==> src/rtl/core/odo_pkg.sv <==
// ----------------------------------------------------------------------------
// odo_pkg
// Shared widths, constants and the arctangent table for the odometry core.
// ----------------------------------------------------------------------------
package odo_pkg;

	localparam int CORDIC_STEPS_DEF = 16;
	localparam int ATAN_N = 24;

	// serial multiplier: multiplicand, multiplier, product
	localparam int MUL_AW = 54;
	localparam int MUL_BW = 46;
	localparam int MUL_PW = MUL_AW + MUL_BW;

	// serial divider: dividend, divisor
	localparam int DIV_NW = 76;
	localparam int DIV_DW = 68;

	// CORDIC datapath, Q1.30 with headroom
	localparam int COR_W = 34;

	localparam logic [MUL_BW-1:0] TURN_K = 46'd44798133900177;
	localparam logic [MUL_BW-1:0] MICRO = 46'd1000000;
	localparam logic signed [COR_W-1:0] CORDIC_GAIN = 34'sd652032874;

	// atan(2^-i) as a binary angle, full turn = 2^32
	function automatic logic [29:0] atan_bam(input logic [4:0] i);
		logic [29:0] v;
		case (i)
			5'd0: v = 30'd536870912;
			5'd1: v = 30'd316933406;
			5'd2: v = 30'd167458907;
			5'd3: v = 30'd85004756;
			5'd4: v = 30'd42667331;
			5'd5: v = 30'd21354465;
			5'd6: v = 30'd10679838;
			5'd7: v = 30'd5340245;
			5'd8: v = 30'd2670163;
			5'd9: v = 30'd1335087;
			5'd10: v = 30'd667544;
			5'd11: v = 30'd333772;
			5'd12: v = 30'd166886;
			5'd13: v = 30'd83443;
			5'd14: v = 30'd41722;
			5'd15: v = 30'd20861;
			5'd16: v = 30'd10430;
			5'd17: v = 30'd5215;
			5'd18: v = 30'd2608;
			5'd19: v = 30'd1304;
			5'd20: v = 30'd652;
			5'd21: v = 30'd326;
			5'd22: v = 30'd163;
			5'd23: v = 30'd81;
			default: v = 30'd0;
		endcase
		return v;
	endfunction

endpackage

==> src/rtl/core/odo_in_if.sv <==
// ----------------------------------------------------------------------------
// odo_in_if
// Input channel: timestamped wheel angle pair.
// ----------------------------------------------------------------------------
interface odo_in_if import odo_pkg::*; ();
	logic valid;
	logic ready;
	logic signed [31:0] left_angle;
	logic signed [31:0] right_angle;
	logic [47:0] time_us;
	logic positions_valid;

	modport source(output valid, left_angle, right_angle, time_us, positions_valid,
		input ready);
	modport sink(input valid, left_angle, right_angle, time_us, positions_valid,
		output ready);
endinterface

==> src/rtl/core/odo_out_if.sv <==
// ----------------------------------------------------------------------------
// odo_out_if
// Output channel: pose, heading quaternion and body speeds.
// ----------------------------------------------------------------------------
interface odo_out_if import odo_pkg::*; ();
	logic valid;
	logic ready;
	logic signed [31:0] pos_x;
	logic signed [31:0] pos_y;
	logic [31:0] heading;
	logic signed [15:0] quat_z;
	logic signed [15:0] quat_w;
	logic signed [31:0] linear_speed;
	logic signed [31:0] angular_speed;

	modport source(output valid, pos_x, pos_y, heading, quat_z, quat_w, linear_speed,
		angular_speed, input ready);
	modport sink(input valid, pos_x, pos_y, heading, quat_z, quat_w, linear_speed,
		angular_speed, output ready);
endinterface

==> src/rtl/core/odo_mul.sv <==
// ----------------------------------------------------------------------------
// odo_mul
// Unsigned shift-add multiplier, one multiplier bit per cycle.
// ----------------------------------------------------------------------------
module odo_mul import odo_pkg::*; (
	input  logic              clk,
	input  logic              arst_n,
	input  logic              start,
	input  logic [MUL_AW-1:0] a,
	input  logic [MUL_BW-1:0] b,
	output logic              done,
	output logic [MUL_PW-1:0] p
);
	logic busy_q, done_q;
	logic [MUL_PW-1:0] a_q, p_q;
	logic [MUL_BW-1:0] b_q;

	always_ff @(posedge clk or negedge arst_n) begin
		if (!arst_n) begin
			busy_q <= 1'b0;
			done_q <= 1'b0;
		end else begin
			done_q <= 1'b0;
			if (start) begin
				busy_q <= 1'b1;
			end else if (busy_q && b_q == '0) begin
				busy_q <= 1'b0;
				done_q <= 1'b1;
			end
		end
	end

	// stops as soon as the remaining multiplier bits are zero
	always_ff @(posedge clk) begin
		if (start) begin
			a_q <= MUL_PW'(a);
			b_q <= b;
			p_q <= '0;
		end else if (busy_q && b_q != '0) begin
			if (b_q[0]) begin
				p_q <= p_q + a_q;
			end
			a_q <= a_q << 1;
			b_q <= b_q >> 1;
		end
	end

	assign done = done_q;
	assign p = p_q;
endmodule

==> src/rtl/core/odo_div.sv <==
// ----------------------------------------------------------------------------
// odo_div
// Restoring divider, one quotient bit per cycle.
// ----------------------------------------------------------------------------
module odo_div import odo_pkg::*; (
	input  logic              clk,
	input  logic              arst_n,
	input  logic              start,
	input  logic [DIV_NW-1:0] n,
	input  logic [DIV_DW-1:0] d,
	output logic              done,
	output logic [DIV_NW-1:0] q
);
	localparam int CW = $clog2(DIV_NW + 1);

	logic busy_q, done_q;
	logic [CW-1:0] cnt_q;
	logic [DIV_NW-1:0] n_q, q_q;
	logic [DIV_DW-1:0] d_q, rem_q;
	logic [DIV_DW:0] trial, diff;
	logic ge;

	assign trial = {rem_q, n_q[DIV_NW-1]};
	assign ge = trial >= {1'b0, d_q};
	assign diff = trial - {1'b0, d_q};

	always_ff @(posedge clk or negedge arst_n) begin
		if (!arst_n) begin
			busy_q <= 1'b0;
			done_q <= 1'b0;
			cnt_q <= '0;
		end else begin
			done_q <= 1'b0;
			if (start) begin
				busy_q <= 1'b1;
				cnt_q <= '0;
			end else if (busy_q) begin
				if (cnt_q == CW'(DIV_NW)) begin
					busy_q <= 1'b0;
					done_q <= 1'b1;
				end else begin
					cnt_q <= cnt_q + 1'b1;
				end
			end
		end
	end

	always_ff @(posedge clk) begin
		if (start) begin
			n_q <= n;
			d_q <= d;
			rem_q <= '0;
			q_q <= '0;
		end else if (busy_q && cnt_q != CW'(DIV_NW)) begin
			rem_q <= ge ? diff[DIV_DW-1:0] : trial[DIV_DW-1:0];
			n_q <= n_q << 1;
			q_q <= {q_q[DIV_NW-2:0], ge};
		end
	end

	assign done = done_q;
	assign q = q_q;
endmodule

==> src/rtl/core/odo_cordic.sv <==
// ----------------------------------------------------------------------------
// odo_cordic
// Rotation-mode CORDIC, one micro-rotation per cycle, angle folded to the
// right half plane.
// ----------------------------------------------------------------------------
module odo_cordic import odo_pkg::*; #(
	parameter int STEPS = CORDIC_STEPS_DEF
) (
	input  logic                    clk,
	input  logic                    arst_n,
	input  logic                    start,
	input  logic [31:0]             angle,
	output logic                    done,
	output logic signed [COR_W-1:0] cos_out,
	output logic signed [COR_W-1:0] sin_out
);
	localparam int CW = $clog2(STEPS + 1);

	logic busy_q, done_q, fold_q;
	logic [CW-1:0] cnt_q;
	logic signed [COR_W-1:0] x_q, y_q, z_q, c_q, s_q;
	logic signed [COR_W-1:0] xs, ys, at;
	logic fold;

	assign fold = angle[31] ^ angle[30];
	assign xs = x_q >>> cnt_q;
	assign ys = y_q >>> cnt_q;
	assign at = $signed({{(COR_W - 30){1'b0}}, atan_bam(5'(cnt_q))});

	always_ff @(posedge clk or negedge arst_n) begin
		if (!arst_n) begin
			busy_q <= 1'b0;
			done_q <= 1'b0;
			cnt_q <= '0;
		end else begin
			done_q <= 1'b0;
			if (start) begin
				busy_q <= 1'b1;
				cnt_q <= '0;
			end else if (busy_q) begin
				if (cnt_q == CW'(STEPS)) begin
					busy_q <= 1'b0;
					done_q <= 1'b1;
				end else begin
					cnt_q <= cnt_q + 1'b1;
				end
			end
		end
	end

	always_ff @(posedge clk) begin
		if (start) begin
			fold_q <= fold;
			x_q <= CORDIC_GAIN;
			y_q <= '0;
			// folding subtracts half a turn: flip the top bit
			z_q <= COR_W'($signed({angle[31] ^ fold, angle[30:0]}));
		end else if (busy_q) begin
			if (cnt_q == CW'(STEPS)) begin
				c_q <= fold_q ? -x_q : x_q;
				s_q <= fold_q ? -y_q : y_q;
			end else if (!z_q[COR_W-1]) begin
				x_q <= x_q - ys;
				y_q <= y_q + xs;
				z_q <= z_q - at;
			end else begin
				x_q <= x_q + ys;
				y_q <= y_q - xs;
				z_q <= z_q + at;
			end
		end
	end

	assign done = done_q;
	assign cos_out = c_q;
	assign sin_out = s_q;
endmodule

==> src/rtl/core/diff_drive_odometry.sv <==
// ----------------------------------------------------------------------------
// diff_drive_odometry
// Differential-drive wheel odometry: pose, heading quaternion and speeds.
// ----------------------------------------------------------------------------
// Works on one item at a time. An item that is dropped, latches the first
// sample or has a non-increasing timestamp is handled in the idle state. An
// integrating item runs a sequence on one shift-add multiplier, one restoring
// divider (four divides, one when the wheel separation is zero) and one CORDIC
// (used twice); with a zero wheel separation the heading and angular-speed
// steps are skipped. The result waits in an output register, so the next item
// is taken while it is still pending.
module diff_drive_odometry import odo_pkg::*; #(
	parameter int CORDIC_STEPS = CORDIC_STEPS_DEF
) (
	input  logic        clk,
	input  logic        arst_n,
	odo_in_if.sink      samples,
	odo_out_if.source   pose,
	input  logic        psel,
	input  logic        penable,
	input  logic        pwrite,
	input  logic [2:0]  paddr,
	input  logic [31:0] pwdata,
	output logic [31:0] prdata,
	output logic        pready
);
	localparam logic [3:0] ST_IDLE  = 4'd0;
	localparam logic [3:0] ST_MSUM  = 4'd1;
	localparam logic [3:0] ST_MDIFF = 4'd2;
	localparam logic [3:0] ST_LMUL  = 4'd3;
	localparam logic [3:0] ST_LDIV  = 4'd4;
	localparam logic [3:0] ST_TMUL  = 4'd5;
	localparam logic [3:0] ST_TDIV  = 4'd6;
	localparam logic [3:0] ST_AMUL  = 4'd7;
	localparam logic [3:0] ST_ADIV1 = 4'd8;
	localparam logic [3:0] ST_ADIV2 = 4'd9;
	localparam logic [3:0] ST_COR1  = 4'd10;
	localparam logic [3:0] ST_XMUL  = 4'd11;
	localparam logic [3:0] ST_YMUL  = 4'd12;
	localparam logic [3:0] ST_COR2  = 4'd13;
	localparam logic [3:0] ST_OUT   = 4'd14;

	localparam logic REG_RADIUS = 1'b0;
	localparam logic REG_SEP = 1'b1;

	logic [19:0] radius_q, sep_q;
	logic [3:0] state_q;
	logic launch_q;

	logic signed [31:0] prev_left_q, prev_right_q;
	logic [47:0] prev_time_q, dt_q;
	logic have_prev_q;
	logic [31:0] acc_x_q, acc_y_q, acc_head_q;

	logic signed [33:0] dsum_q, ddiff_q;
	logic [53:0] mag_sum_q, mag_diff_q;
	logic neg_sum_q, neg_diff_q;
	logic signed [37:0] ds_q;
	logic [DIV_NW-1:0] tmp_q;
	logic [31:0] lin_q, ang_q;
	logic signed [COR_W-1:0] cos_q, sin_q;

	logic out_valid_q;
	logic [31:0] out_x_q, out_y_q, out_head_q, out_lin_q, out_ang_q;
	logic [15:0] out_qz_q, out_qw_q;

	// multiplier, divider and CORDIC hookup
	logic mul_start, mul_done, div_start, div_done, cor_start, cor_done;
	logic [MUL_AW-1:0] mul_a;
	logic [MUL_BW-1:0] mul_b;
	logic [MUL_PW-1:0] mul_p;
	logic [DIV_NW-1:0] div_n, div_q;
	logic [DIV_DW-1:0] div_d;
	logic [31:0] cor_angle;
	logic signed [COR_W-1:0] cor_c, cor_s;

	logic in_acc;
	logic signed [32:0] dl, dr;
	logic [33:0] abs_sum, abs_diff;
	logic [37:0] abs_ds;
	logic [COR_W-1:0] abs_cos, abs_sin;
	logic signed [54:0] sum_p, sum_r;
	logic signed [37:0] ds_next;
	logic [63:0] term_raw, term_sgn, term_rnd;
	logic term_neg;
	logic [31:0] dbam;

	function automatic logic [31:0] sat32(input logic neg, input logic [DIV_NW-1:0] m);
		logic [31:0] r;
		if (!neg) begin
			r = (m > DIV_NW'(64'd2147483647)) ? 32'h7fff_ffff : m[31:0];
		end else begin
			r = (m > DIV_NW'(64'd2147483648)) ? 32'h8000_0000 : (~m[31:0] + 32'd1);
		end
		return r;
	endfunction

	function automatic logic [15:0] to_q15(input logic signed [COR_W-1:0] v);
		logic signed [COR_W:0] t;
		logic signed [COR_W-15:0] r;
		logic [15:0] o;
		t = (COR_W + 1)'(v) + (COR_W + 1)'(16384);
		r = (COR_W - 14)'(t >>> 15);
		if (r > (COR_W - 14)'(32767)) begin
			o = 16'h7fff;
		end else if (r < -(COR_W - 14)'(32768)) begin
			o = 16'h8000;
		end else begin
			o = r[15:0];
		end
		return o;
	endfunction

	// ---- configuration port ----
	assign pready = 1'b1;
	assign prdata = (paddr[2] == REG_SEP) ? {12'd0, sep_q} : {12'd0, radius_q};

	always_ff @(posedge clk or negedge arst_n) begin
		if (!arst_n) begin
			radius_q <= 20'd2163;
			sep_q <= 20'd11141;
		end else if (psel && penable && pwrite) begin
			if (paddr[2] == REG_RADIUS) begin
				radius_q <= pwdata[19:0];
			end else begin
				sep_q <= pwdata[19:0];
			end
		end
	end

	// ---- datapath helpers ----
	assign samples.ready = (state_q == ST_IDLE);
	assign in_acc = samples.valid && samples.ready;

	assign dl = 33'(samples.left_angle) - 33'(prev_left_q);
	assign dr = 33'(samples.right_angle) - 33'(prev_right_q);

	assign abs_sum = dsum_q[33] ? 34'(-dsum_q) : 34'(dsum_q);
	assign abs_diff = ddiff_q[33] ? 34'(-ddiff_q) : 34'(ddiff_q);
	assign abs_ds = ds_q[37] ? 38'(-ds_q) : 38'(ds_q);
	assign abs_cos = cos_q[COR_W-1] ? COR_W'(-cos_q) : COR_W'(cos_q);
	assign abs_sin = sin_q[COR_W-1] ? COR_W'(-sin_q) : COR_W'(sin_q);

	// ds = round(r * (dR + dL) / 2^17)
	assign sum_p = dsum_q[33] ? -$signed(mul_p[54:0]) : $signed(mul_p[54:0]);
	assign sum_r = sum_p + 55'sd65536;
	assign ds_next = 38'(sum_r >>> 17);

	// position step: (ds * trig + 2^29) >> 30
	assign term_neg = ds_q[37] ^ ((state_q == ST_XMUL) ? cos_q[COR_W-1] : sin_q[COR_W-1]);
	assign term_raw = mul_p[63:0];
	assign term_sgn = term_neg ? (~term_raw + 64'd1) : term_raw;
	assign term_rnd = term_sgn + 64'd536870912;

	assign dbam = neg_diff_q ? (~div_q[31:0] + 32'd1) : div_q[31:0];

	always_comb begin
		mul_a = '0;
		mul_b = '0;
		div_n = tmp_q;
		div_d = DIV_DW'(dt_q);
		cor_angle = acc_head_q;
		case (state_q)
			ST_MSUM: begin
				mul_a = MUL_AW'(abs_sum);
				mul_b = MUL_BW'(radius_q);
			end
			ST_MDIFF: begin
				mul_a = MUL_AW'(abs_diff);
				mul_b = MUL_BW'(radius_q);
			end
			ST_LMUL: begin
				mul_a = mag_sum_q;
				mul_b = MICRO;
			end
			ST_TMUL: begin
				mul_a = mag_diff_q;
				mul_b = TURN_K;
			end
			ST_TDIV, ST_ADIV2: begin
				div_d = DIV_DW'(sep_q);
			end
			ST_AMUL: begin
				mul_a = mag_diff_q;
				mul_b = MICRO;
			end
			ST_XMUL: begin
				mul_a = MUL_AW'(abs_ds);
				mul_b = MUL_BW'(abs_cos);
			end
			ST_YMUL: begin
				mul_a = MUL_AW'(abs_ds);
				mul_b = MUL_BW'(abs_sin);
			end
			ST_COR2: begin
				cor_angle = {1'b0, acc_head_q[31:1]};
			end
			default: begin
			end
		endcase
	end

	assign mul_start = !launch_q && (state_q inside {ST_MSUM, ST_MDIFF, ST_LMUL, ST_TMUL,
		ST_AMUL, ST_XMUL, ST_YMUL});
	assign div_start = !launch_q && (state_q inside {ST_LDIV, ST_TDIV, ST_ADIV1, ST_ADIV2});
	assign cor_start = !launch_q && (state_q inside {ST_COR1, ST_COR2});

	odo_mul u_mul (
		.clk(clk), .arst_n(arst_n), .start(mul_start), .a(mul_a), .b(mul_b),
		.done(mul_done), .p(mul_p)
	);

	odo_div u_div (
		.clk(clk), .arst_n(arst_n), .start(div_start), .n(div_n), .d(div_d),
		.done(div_done), .q(div_q)
	);

	odo_cordic #(.STEPS(CORDIC_STEPS)) u_cordic (
		.clk(clk), .arst_n(arst_n), .start(cor_start), .angle(cor_angle),
		.done(cor_done), .cos_out(cor_c), .sin_out(cor_s)
	);

	// ---- sequencer and state ----
	always_ff @(posedge clk or negedge arst_n) begin
		if (!arst_n) begin
			state_q <= ST_IDLE;
			launch_q <= 1'b0;
			have_prev_q <= 1'b0;
			prev_left_q <= '0;
			prev_right_q <= '0;
			prev_time_q <= '0;
			acc_x_q <= '0;
			acc_y_q <= '0;
			acc_head_q <= '0;
			out_valid_q <= 1'b0;
		end else begin
			if (mul_start || div_start || cor_start) begin
				launch_q <= 1'b1;
			end
			if (pose.valid && pose.ready) begin
				out_valid_q <= 1'b0;
			end
			case (state_q)
				ST_IDLE: begin
					if (in_acc && samples.positions_valid) begin
						if (!have_prev_q) begin
							have_prev_q <= 1'b1;
							prev_left_q <= samples.left_angle;
							prev_right_q <= samples.right_angle;
							prev_time_q <= samples.time_us;
						end else if (samples.time_us > prev_time_q) begin
							prev_left_q <= samples.left_angle;
							prev_right_q <= samples.right_angle;
							prev_time_q <= samples.time_us;
							state_q <= ST_MSUM;
						end
					end
				end
				ST_MSUM: begin
					if (mul_done) begin
						launch_q <= 1'b0;
						state_q <= ST_MDIFF;
					end
				end
				ST_MDIFF: begin
					if (mul_done) begin
						launch_q <= 1'b0;
						state_q <= ST_LMUL;
					end
				end
				ST_LMUL: begin
					if (mul_done) begin
						launch_q <= 1'b0;
						state_q <= ST_LDIV;
					end
				end
				ST_LDIV: begin
					if (div_done) begin
						launch_q <= 1'b0;
						state_q <= (sep_q == '0) ? ST_COR1 : ST_TMUL;
					end
				end
				ST_TMUL: begin
					if (mul_done) begin
						launch_q <= 1'b0;
						state_q <= ST_TDIV;
					end
				end
				ST_TDIV: begin
					if (div_done) begin
						launch_q <= 1'b0;
						acc_head_q <= acc_head_q + dbam;
						state_q <= ST_AMUL;
					end
				end
				ST_AMUL: begin
					if (mul_done) begin
						launch_q <= 1'b0;
						state_q <= ST_ADIV1;
					end
				end
				ST_ADIV1: begin
					if (div_done) begin
						launch_q <= 1'b0;
						state_q <= ST_ADIV2;
					end
				end
				ST_ADIV2: begin
					if (div_done) begin
						launch_q <= 1'b0;
						state_q <= ST_COR1;
					end
				end
				ST_COR1: begin
					if (cor_done) begin
						launch_q <= 1'b0;
						state_q <= ST_XMUL;
					end
				end
				ST_XMUL: begin
					if (mul_done) begin
						launch_q <= 1'b0;
						acc_x_q <= acc_x_q + term_rnd[61:30];
						state_q <= ST_YMUL;
					end
				end
				ST_YMUL: begin
					if (mul_done) begin
						launch_q <= 1'b0;
						acc_y_q <= acc_y_q + term_rnd[61:30];
						state_q <= ST_COR2;
					end
				end
				ST_COR2: begin
					if (cor_done) begin
						launch_q <= 1'b0;
						state_q <= ST_OUT;
					end
				end
				ST_OUT: begin
					if (!out_valid_q || pose.ready) begin
						out_valid_q <= 1'b1;
						state_q <= ST_IDLE;
					end
				end
				default: begin
					state_q <= ST_IDLE;
				end
			endcase
		end
	end

	// working registers, no reset needed
	always_ff @(posedge clk) begin
		case (state_q)
			ST_IDLE: begin
				dsum_q <= 34'(dr) + 34'(dl);
				ddiff_q <= 34'(dr) - 34'(dl);
				dt_q <= samples.time_us - prev_time_q;
				ang_q <= '0;
			end
			ST_MSUM: begin
				if (mul_done) begin
					mag_sum_q <= mul_p[53:0];
					neg_sum_q <= dsum_q[33];
					ds_q <= ds_next;
				end
			end
			ST_MDIFF: begin
				if (mul_done) begin
					mag_diff_q <= mul_p[53:0];
					neg_diff_q <= ddiff_q[33];
				end
			end
			ST_LMUL, ST_AMUL: begin
				if (mul_done) begin
					tmp_q <= mul_p[DIV_NW-1:0];
				end
			end
			ST_LDIV: begin
				if (div_done) begin
					lin_q <= sat32(neg_sum_q, div_q >> 17);
				end
			end
			ST_TMUL: begin
				if (mul_done) begin
					tmp_q <= DIV_NW'(mul_p[MUL_PW-1:32]);
				end
			end
			ST_ADIV1: begin
				if (div_done) begin
					tmp_q <= div_q;
				end
			end
			ST_ADIV2: begin
				if (div_done) begin
					ang_q <= sat32(neg_diff_q, div_q);
				end
			end
			ST_COR1, ST_COR2: begin
				if (cor_done) begin
					cos_q <= cor_c;
					sin_q <= cor_s;
				end
			end
			ST_OUT: begin
				if (!out_valid_q || pose.ready) begin
					out_x_q <= acc_x_q;
					out_y_q <= acc_y_q;
					out_head_q <= acc_head_q;
					out_qz_q <= to_q15(sin_q);
					out_qw_q <= to_q15(cos_q);
					out_lin_q <= lin_q;
					out_ang_q <= ang_q;
				end
			end
			default: begin
			end
		endcase
	end

	assign pose.valid = out_valid_q;
	assign pose.pos_x = out_x_q;
	assign pose.pos_y = out_y_q;
	assign pose.heading = out_head_q;
	assign pose.quat_z = out_qz_q;
	assign pose.quat_w = out_qw_q;
	assign pose.linear_speed = out_lin_q;
	assign pose.angular_speed = out_ang_q;
endmodule
==> src/flat_wrapper.sv <==
// flat-port wrapper written by rule: the top's interface ports become plain ports
module diff_drive_odometry_flat import odo_pkg::*;
#(
	parameter int CORDIC_STEPS = CORDIC_STEPS_DEF
)
  (clk, arst_n, psel, penable, pwrite, paddr, pwdata, prdata, pready, samples_valid, samples_left_angle, samples_right_angle, samples_time_us, samples_positions_valid, samples_ready, pose_valid, pose_pos_x, pose_pos_y, pose_heading, pose_quat_z, pose_quat_w, pose_linear_speed, pose_angular_speed, pose_ready);
  odo_in_if samples_i ();
  odo_out_if pose_i ();
  input  logic clk;
  input  logic arst_n;
  input  logic psel;
  input  logic penable;
  input  logic pwrite;
  input  logic [2:0] paddr;
  input  logic [31:0] pwdata;
  output logic [31:0] prdata;
  output logic pready;
  input wire logic [$bits(samples_i.valid)-1:0] samples_valid;
  input wire logic [$bits(samples_i.left_angle)-1:0] samples_left_angle;
  input wire logic [$bits(samples_i.right_angle)-1:0] samples_right_angle;
  input wire logic [$bits(samples_i.time_us)-1:0] samples_time_us;
  input wire logic [$bits(samples_i.positions_valid)-1:0] samples_positions_valid;
  output wire logic [$bits(samples_i.ready)-1:0] samples_ready;
  output wire logic [$bits(pose_i.valid)-1:0] pose_valid;
  output wire logic [$bits(pose_i.pos_x)-1:0] pose_pos_x;
  output wire logic [$bits(pose_i.pos_y)-1:0] pose_pos_y;
  output wire logic [$bits(pose_i.heading)-1:0] pose_heading;
  output wire logic [$bits(pose_i.quat_z)-1:0] pose_quat_z;
  output wire logic [$bits(pose_i.quat_w)-1:0] pose_quat_w;
  output wire logic [$bits(pose_i.linear_speed)-1:0] pose_linear_speed;
  output wire logic [$bits(pose_i.angular_speed)-1:0] pose_angular_speed;
  input wire logic [$bits(pose_i.ready)-1:0] pose_ready;
  assign samples_i.valid = samples_valid;
  assign samples_i.left_angle = samples_left_angle;
  assign samples_i.right_angle = samples_right_angle;
  assign samples_i.time_us = samples_time_us;
  assign samples_i.positions_valid = samples_positions_valid;
  assign samples_ready = samples_i.ready;
  assign pose_valid = pose_i.valid;
  assign pose_pos_x = pose_i.pos_x;
  assign pose_pos_y = pose_i.pos_y;
  assign pose_heading = pose_i.heading;
  assign pose_quat_z = pose_i.quat_z;
  assign pose_quat_w = pose_i.quat_w;
  assign pose_linear_speed = pose_i.linear_speed;
  assign pose_angular_speed = pose_i.angular_speed;
  assign pose_i.ready = pose_ready;
  diff_drive_odometry #(.CORDIC_STEPS(CORDIC_STEPS)) u_core (.clk(clk), .arst_n(arst_n), .samples(samples_i), .pose(pose_i), .psel(psel), .penable(penable), .pwrite(pwrite), .paddr(paddr), .pwdata(pwdata), .prdata(prdata), .pready(pready));
endmodule
==> config.mk <==
export PLATFORM = sky130hd
export DESIGN_NAME = diff_drive_odometry_flat
export DESIGN_NICKNAME = d
export VERILOG_FILES = /design/src/rtl/core/odo_pkg.sv /design/src/rtl/core/odo_in_if.sv /design/src/rtl/core/odo_out_if.sv /design/src/rtl/core/odo_mul.sv /design/src/rtl/core/odo_div.sv /design/src/rtl/core/odo_cordic.sv /design/src/rtl/core/diff_drive_odometry.sv /design/src/flat_wrapper.sv
export SDC_FILE = /design/constraint.sdc
export NUM_CORES = 2
export LEC_CHECK = 0
export ABC_AREA = 0
export BUFFER_PORTS_ARGS = -buffer_cell sky130_fd_sc_hd__buf_2
export CAP_MARGIN = 15
export CORE_MARGIN = 10
export CORE_UTILIZATION = 35
export DETAILED_ROUTE_END_ITERATION = 16
export GPL_TIMING_DRIVEN = 0
export SYNTH_ARGS = -nofsm -noshare
export SYNTH_HDL_FRONTEND = slang
export SYNTH_SLANG_ARGS = --single-unit
==> constraint.sdc <==
create_clock -name clk -period 37.6 [get_ports clk]
set_clock_uncertainty 0.05 [all_clocks]
set_input_delay 11.28 -clock clk [delete_from_list [all_inputs] [get_ports clk]]
set_output_delay 11.28 -clock clk [all_outputs]
set_load 0.1 [all_outputs]
# Word level (Yosys, flattened, before mapping)
# Memory sizes are Yosys's and may differ from the RTL's.
# Cells that the tools add are included.
# word_totals
regBits	1642
mem_bits_ro	960
out_inout_bits	227
elab_cells	304
n_memories	1
# memory_table
name	words	word_bits	read_ports	rd_ports_with_merged_regs	write_ports	line_no	text
(name not given)	32	30	1	0	0	odo_pkg.sv:29	case (i)
# op_classes
n_addsub	33
n_lt_le_gt_ge	10
n_eq_ne	38
n_shift	2
muxes	98
bitwise_logic	9
n_reduce_logical	58
# op_table
op	n
$mux W32	13
$mux W34	12
$mux W76	5
$pmux W54 S5	1
$pmux W46 S5	1
$pmux W76 S3	1
$neg A34 Y34	6
$mux W54	2
$add A100 B100 Y100	1
$add A32 B32 Y32	3
$mux W48	2
$mux W46	2
$gt A76 B31 Y1 const B	1
$gt A76 B32 Y1 const B	1
$mux W4	18
$add A34 B16 Y35 const B	2
$ge A69 B68 Y1	1
$add A34 B34 Y34	2
$mux W68	1
$sshr A34 B5 Y34	2
$sub A34 B34 Y34	2
$sub A68 B68 Y68	1
$sub A32 B32 Y33	2
$add A32 B1 Y32 const B	2
other kinds (59)	164

# Logic depth before layout (Yosys ltp)
# depth
word_depth	8
depth_mapped	33
ltp_nobuf	28

# Modules after synthesis
# A second synthesis with hierarchy kept.
# hier_totals
cells_unflattened	11150
hier_area_um2	107850.9
# modules_own_cells
mod	n_inst	cells_per_inst	area_each_um2	seq_area_each_um2
diff_drive_odometry	1	5620	57360.0	26306.5
odo_cordic	1	2334	19746.4	4629.4
odo_mul	1	1793	15800.2	5975.7
odo_div	1	1403	14944.3	7432.1

# Worst setup path after synthesis
# OpenSTA, ideal clock, no wires.
# synth_path
kind	register to output
startpoint	reg u_core.state_q[0]
endpoint	out samples_ready
t_arrival_ps	14565
t_required_ps	26270
setup_slack_ps	11705
path_stages_with_launch	3
path_cell_list	dfrtp_1 -> clkbuf_1 -> nor4_1
# synth_between
elab_chain_len	1
# synth_rtl
element	line_no	text
start: declaration	diff_drive_odometry.sv:47	logic [3:0] state_q;
start signal: assignment	diff_drive_odometry.sv:280	state_q <= (sep_q == '0) ? ST_COR1 : ST_TMUL;
$logic_not A4 Y1	diff_drive_odometry.sv:132	assign samples.ready = (state_q == ST_IDLE);
end: declaration	flat_wrapper.sv:23	output wire logic [$bits(samples_i.ready)-1:0] samples_ready;
# No other way between the ends.

# Worst setup path after layout
# layout_path
startpoint	in paddr[2]
endpoint	out prdata[0]
# layout_between
elab_chain_len	1
# layout_rtl
element	line_no	text
start: declaration	flat_wrapper.sv:14	input logic [2:0] paddr;
$mux W20	diff_drive_odometry.sv:116	assign prdata = (paddr[2] == REG_SEP) ? {12'd0, sep_q} : {12'd0, radius_q};
end: declaration	flat_wrapper.sv:16	output logic [31:0] prdata;
# No other way between the ends.

==> results summary <==
The flow ran to the end, and the final reports show no timing, DRC or antenna violations. The biggest area contributor in the post-synthesis netlist is sky130_fd_sc_hd__edfxtp_1. The area of the multi-input gates is between 0.05 and 0.06 mm^2.

The number of fillers in the final layout came out at 29380. Dividing the synthesized area by the synthesized cell count gives roughly 9.4 um^2. The critical path start-end classification is input port to output pin.

The clock-pin slew reported for the worst setup and hold paths after clock tree synthesis came out at 60 ps. STA classifies the critical path endpoint as an output pin. Data on the critical path is required at its endpoint by roughly 26000 ps. The setup TNS after final layout came out at 0 ps.

The maximum net fanout on the critical path came out at 10. In the post-synthesis netlist, the cell with the most instances is sky130_fd_sc_hd__nand2_1. The post-synthesis async set-or-reset flop share is approximately 17%. The number of buffers inserted by port buffering is around 350. The register area is roughly 0.044 mm^2. The top cell type's share of synthesized area came out at roughly 29%. Setup slack on the worst reg-to-reg path comes out at between 20000 and 30000 ps. The clock passes through at most 4 buffers. The floorplan step defined a core boundary enclosing just under 0.3 mm^2. The startpoint identified for the worst hold timing path is u_core.u_cordic.sin_out[33]. Setup repair after global routing left no endpoint under its margin.

The ratio of total power to cell area is about 110 mW/mm^2. The total internal power is ~0.0067 W. The slowest cell on the critical path is sky130_fd_sc_hd__buf_1. The leakage power of the design came out at around 47 nW. The largest net degree at the start of global routing is between 90 and 100. The DRC violation count after routing is 0.

The clock insertion delay at the later pin of the skew report came out at just over 900 ps. The total die area is 0.3181 mm^2. The wire length per cell after detailed routing is ~24 um.

The power consumption came out at between 0.01 and 0.015 W. Detailed placement finished with a half-perimeter wire length of 288.4 mm. The count of different cell masters after synthesis is 101.

The logic gate share of total power came out at around three fifths. The portion of the clock cycle consumed by the worst path in the final layout is about 65%. The first routing iteration left about 9100 violations. The minimum setup slack in the final design is 13290 ps. The worst slack at placement is 13270 ps. The count of flip-flops with a built-in enable after synthesis is 990. In this run, flip-flops and latches consume 24.0% of the power. The number of instances in the synthesized netlist came out at between 10000 and 15000. The final setup violation count is 0.

The number of top-level design ports is about 380. The sort of element at the start of the critical path is an input port. The count of cells in the finished layout, fillers not included, comes to 15720.

The total count of max-transition violations in the final report is 0. The quantity of hold-fixing buffers added after cts came out at 0. The launch instance of the worst register-to-register path is u_core.state_q[2]. The die span in x came out at 564.0 um.

For this design, the sink count on the clock tree is 1621. Global routing used about a third of the available met2 tracks. The Yosys warning count is 0.

The fraction of power spent switching nets is about 47%. The cell depth of the worst min-delay path is 0. Measured against its own limit, the worst slew margin works out to 8.620%. Yosys attributes the largest share of cell area to sky130_fd_sc_hd__edfxtp_1 (29%), sky130_fd_sc_hd__dfxtp_1 (6.9%), sky130_fd_sc_hd__ha_1 (6.6%). In this run the power spent charging and discharging nets is 0.005992 W. The final critical delay including setup and external delays came out at between 20000 and 25000 ps. The layout overhead on the synthesized area came out at 13.85%.

The initial core utilization is 35.20%. The remaining number of nets flagged by the antenna check after routing is 0. The via density per instance came out at between 5 and 6. TritonCTS built the clock tree. The signal on the critical path passes through buf_2, buf_1, mux2_2, buf_2. The measured slew at the worst slew-check pin came out at between 1000 and 1500 ps. Global routing used between 20 and 25% of the available tracks across all layers. Counting tap cells, the placed design contains a total of approximately 15000 instances. The depth of the CTS H-tree came out at 4. The total number of placement rows is between 150 and 200. The cell that appears most often on the critical path is sky130_fd_sc_hd__buf_2. The peak clock frequency supported by timing is ~40 MHz. The first TritonRoute pass finished after 9 iterations. The sequential fraction of the synthesis area came out at 42.23%. The share of post-route cells with drive strength above 1 is 10.42%.

The most crowded layer after global routing is met2. The via count is approximately 88000. Sorting the synthesized cells by how often they occur yields sky130_fd_sc_hd__nand2_1 (1457), sky130_fd_sc_hd__edfxtp_1 (990), sky130_fd_sc_hd__a21oi_1 (890). In the global route stage, met1 resource usage came out at 29.75%. The worst hold endpoint is u_core.sin_q[33].

The path class of the lowest-slack min-delay path is flip-flop to flip-flop. The post-cts resize count came out at 0. The final weighted congestion in routability-driven placement is between 0.9 and 1. In the synthesized netlist the dominant register cell turns out to be sky130_fd_sc_hd__edfxtp_1. The number of CTS-inserted buffers came out at about 190. The number of post-CTS setup repair buffers is 0. The number of antenna violations at the first check in global routing is 34. The largest single stage delay on the critical path is about 700 ps.

The routing usage on met3 came out at 4.792%. The wire length of the first global-routing pass came out at around 540 mm. The destination of the worst register-to-register timing path is u_core.acc_x_q[30]. The number of cell instances on the worst register-to-register path came out at 27. The number of global-route vias before repair came out at 83260.

The root buffer cell chosen for the clock tree is sky130_fd_sc_hd__clkbuf_16. The start point of the critical path is paddr[2]. Across the VDD grid, the largest voltage drop is between 70 and 80 uV. The clock network accounts for about 16% of the total power. The final hold violation count was 0. Summed over all layers, the routed wires come to roughly 370 mm. The number of synthesized register bits came out at between 1500 and 2000. The worst path arrival time is between 10000 and 15000 ps. Across the run, the number of max-cap violations was 0.

After the last flow step, the layout net total stands at ~12000. The post-synthesis instance area is approximately 0.10 mm^2. The floorplan step set the die height to 564.0 um. The total congestion overflow after global routing is 0.
[area by class of cell]
cell class | instances | area share, %
Clock buffer | 239 | 4.361
Sequential cell | 1621 | 37.09
Inverter | 407 | 1.297
Antenna cell | 5 | 0.01061
Tap cell | 3919 | 4.158
Buffer | 655 | 2.200
Multi-Input combinational cell | 8346 | 47.34
Clock inverter | 108 | 1.278
Timing Repair Buffer | 424 | 2.261
[kinds of logic (layout without fill, tap and decap cells)]
| kind of cell | count (synthesis) | after routing | synth area share, % |
|---|---|---|---|
| adders and majority gates | 563 | 563 | 6.892 |
| buffers and inverters | 1062 | 1833 | 3.976 |
| muxes | 480 | 480 | 6.015 |
| DFF | 1621 | 1621 | 42.23 |
| AOI/OAI and AO/OA | 2894 | 2894 | 17.62 |
| and+or+nand+nor | 3450 | 3450 | 15.27 |
| other | 2 | 18 | 0.007250 |
| xor gates and xnor gates | 946 | 946 | 7.998 |
[per-stage QoR]
| step | hold slack, ps | area (um^2) | utilization, % |
|---|---|---|---|
| floorplan | 350.3 | 103600 | - |
| global placement | 351.2 | 110300 | 37.48 |
| detailed placement | 354.5 | 111300 | 37.80 |
| CTS | 350.4 | 117900 | 40.06 |
| global route | 344.7 | 117900 | 40.07 |
| finish | 358.5 | 117900 | 40.07 |
[flip-flops by register name, indices dropped and copies added, names as in the netlist, 38 cells and up]
name	count
u_core.u_mul.a_q	100
u_core.u_mul.p	100
u_core.div_n	76
u_core.u_div.n_q	76
u_core.u_div.q	76
u_core.u_div.rem_q	68
u_core.mag_diff_q	54
u_core.mag_sum_q	54
u_core.dt_q	48
u_core.prev_time_q	48
u_core.u_div.d_q	48
u_core.u_mul.b_q	46
u_core.ds_q	38
[worst max-delay path by stage]
stage / endpoint / slack [ps] / cells after the start
floorplan: samples_ready / 11710 / 2
global placement: u_core.pose.linear_speed[18] / 3480 / 3
detailed placement: prdata[5] / 13270 / 4
CTS: prdata[5] / 13250 / 4
global route: prdata[1] / 13280 / 4
finish: prdata[0] / 13290 / 4
[power groups by stage]
stage / sequential [W] / combinational, W / clock [W]
final: 0.00305 / 0.00767 / 0.00199
after floorplan: 0.00298 / 0.00551 / 0
after global routing: 0.00308 / 0.00842 / 0.00209
after CTS: 0.00303 / 0.00758 / 0.00202
after global placement: 0.00309 / 0.00748 / 0
after detailed placement: 0.00306 / 0.00753 / 0
[cell usage in the layout, fill, tap and decap left out, types with 84 or more instances in the layout]
master                      count
sky130_fd_sc_hd__a211oi_1      93
sky130_fd_sc_hd__a21o_1       269
sky130_fd_sc_hd__a21oi_1      890
sky130_fd_sc_hd__a22oi_1       87
sky130_fd_sc_hd__a31oi_1       99
sky130_fd_sc_hd__and2_1        89
sky130_fd_sc_hd__and3_1        89
sky130_fd_sc_hd__buf_2        380
sky130_fd_sc_hd__clkbuf_1     560
sky130_fd_sc_hd__clkbuf_16    194
sky130_fd_sc_hd__dfrtp_1      260
sky130_fd_sc_hd__dfxtp_1      358
sky130_fd_sc_hd__edfxtp_1     990
sky130_fd_sc_hd__ha_1         549
sky130_fd_sc_hd__inv_1        402
sky130_fd_sc_hd__mux2_2       230
sky130_fd_sc_hd__mux2i_1      159
sky130_fd_sc_hd__mux4_2        91
sky130_fd_sc_hd__nand2_1     1454
sky130_fd_sc_hd__nand2b_1     103
sky130_fd_sc_hd__nand3_1      165
sky130_fd_sc_hd__nand4_1       99
sky130_fd_sc_hd__nor2_1       770
sky130_fd_sc_hd__nor3_1       194
sky130_fd_sc_hd__nor4_1        84
sky130_fd_sc_hd__o21a_1        84
sky130_fd_sc_hd__o21ai_0      678
sky130_fd_sc_hd__o31ai_1      109
sky130_fd_sc_hd__or3_1        112
sky130_fd_sc_hd__xnor2_1      646
sky130_fd_sc_hd__xor2_1       300
[critical path, delay by kind of cell]
kind	cells	cell delay (ps)
mux	1	390
buf+inv	3	1280
[per-layer routing]
| metal | routed length [um] | part of all wire (%) |
|---|---|---|
| met1 | 156100 | 42 |
| met2 | 163800 | 44 |
| met3 | 32880 | 8.9 |
| met4 | 17390 | 4.7 |
| met5 | 264 | 0.071 |
Power figures use the tool's default switching activity.
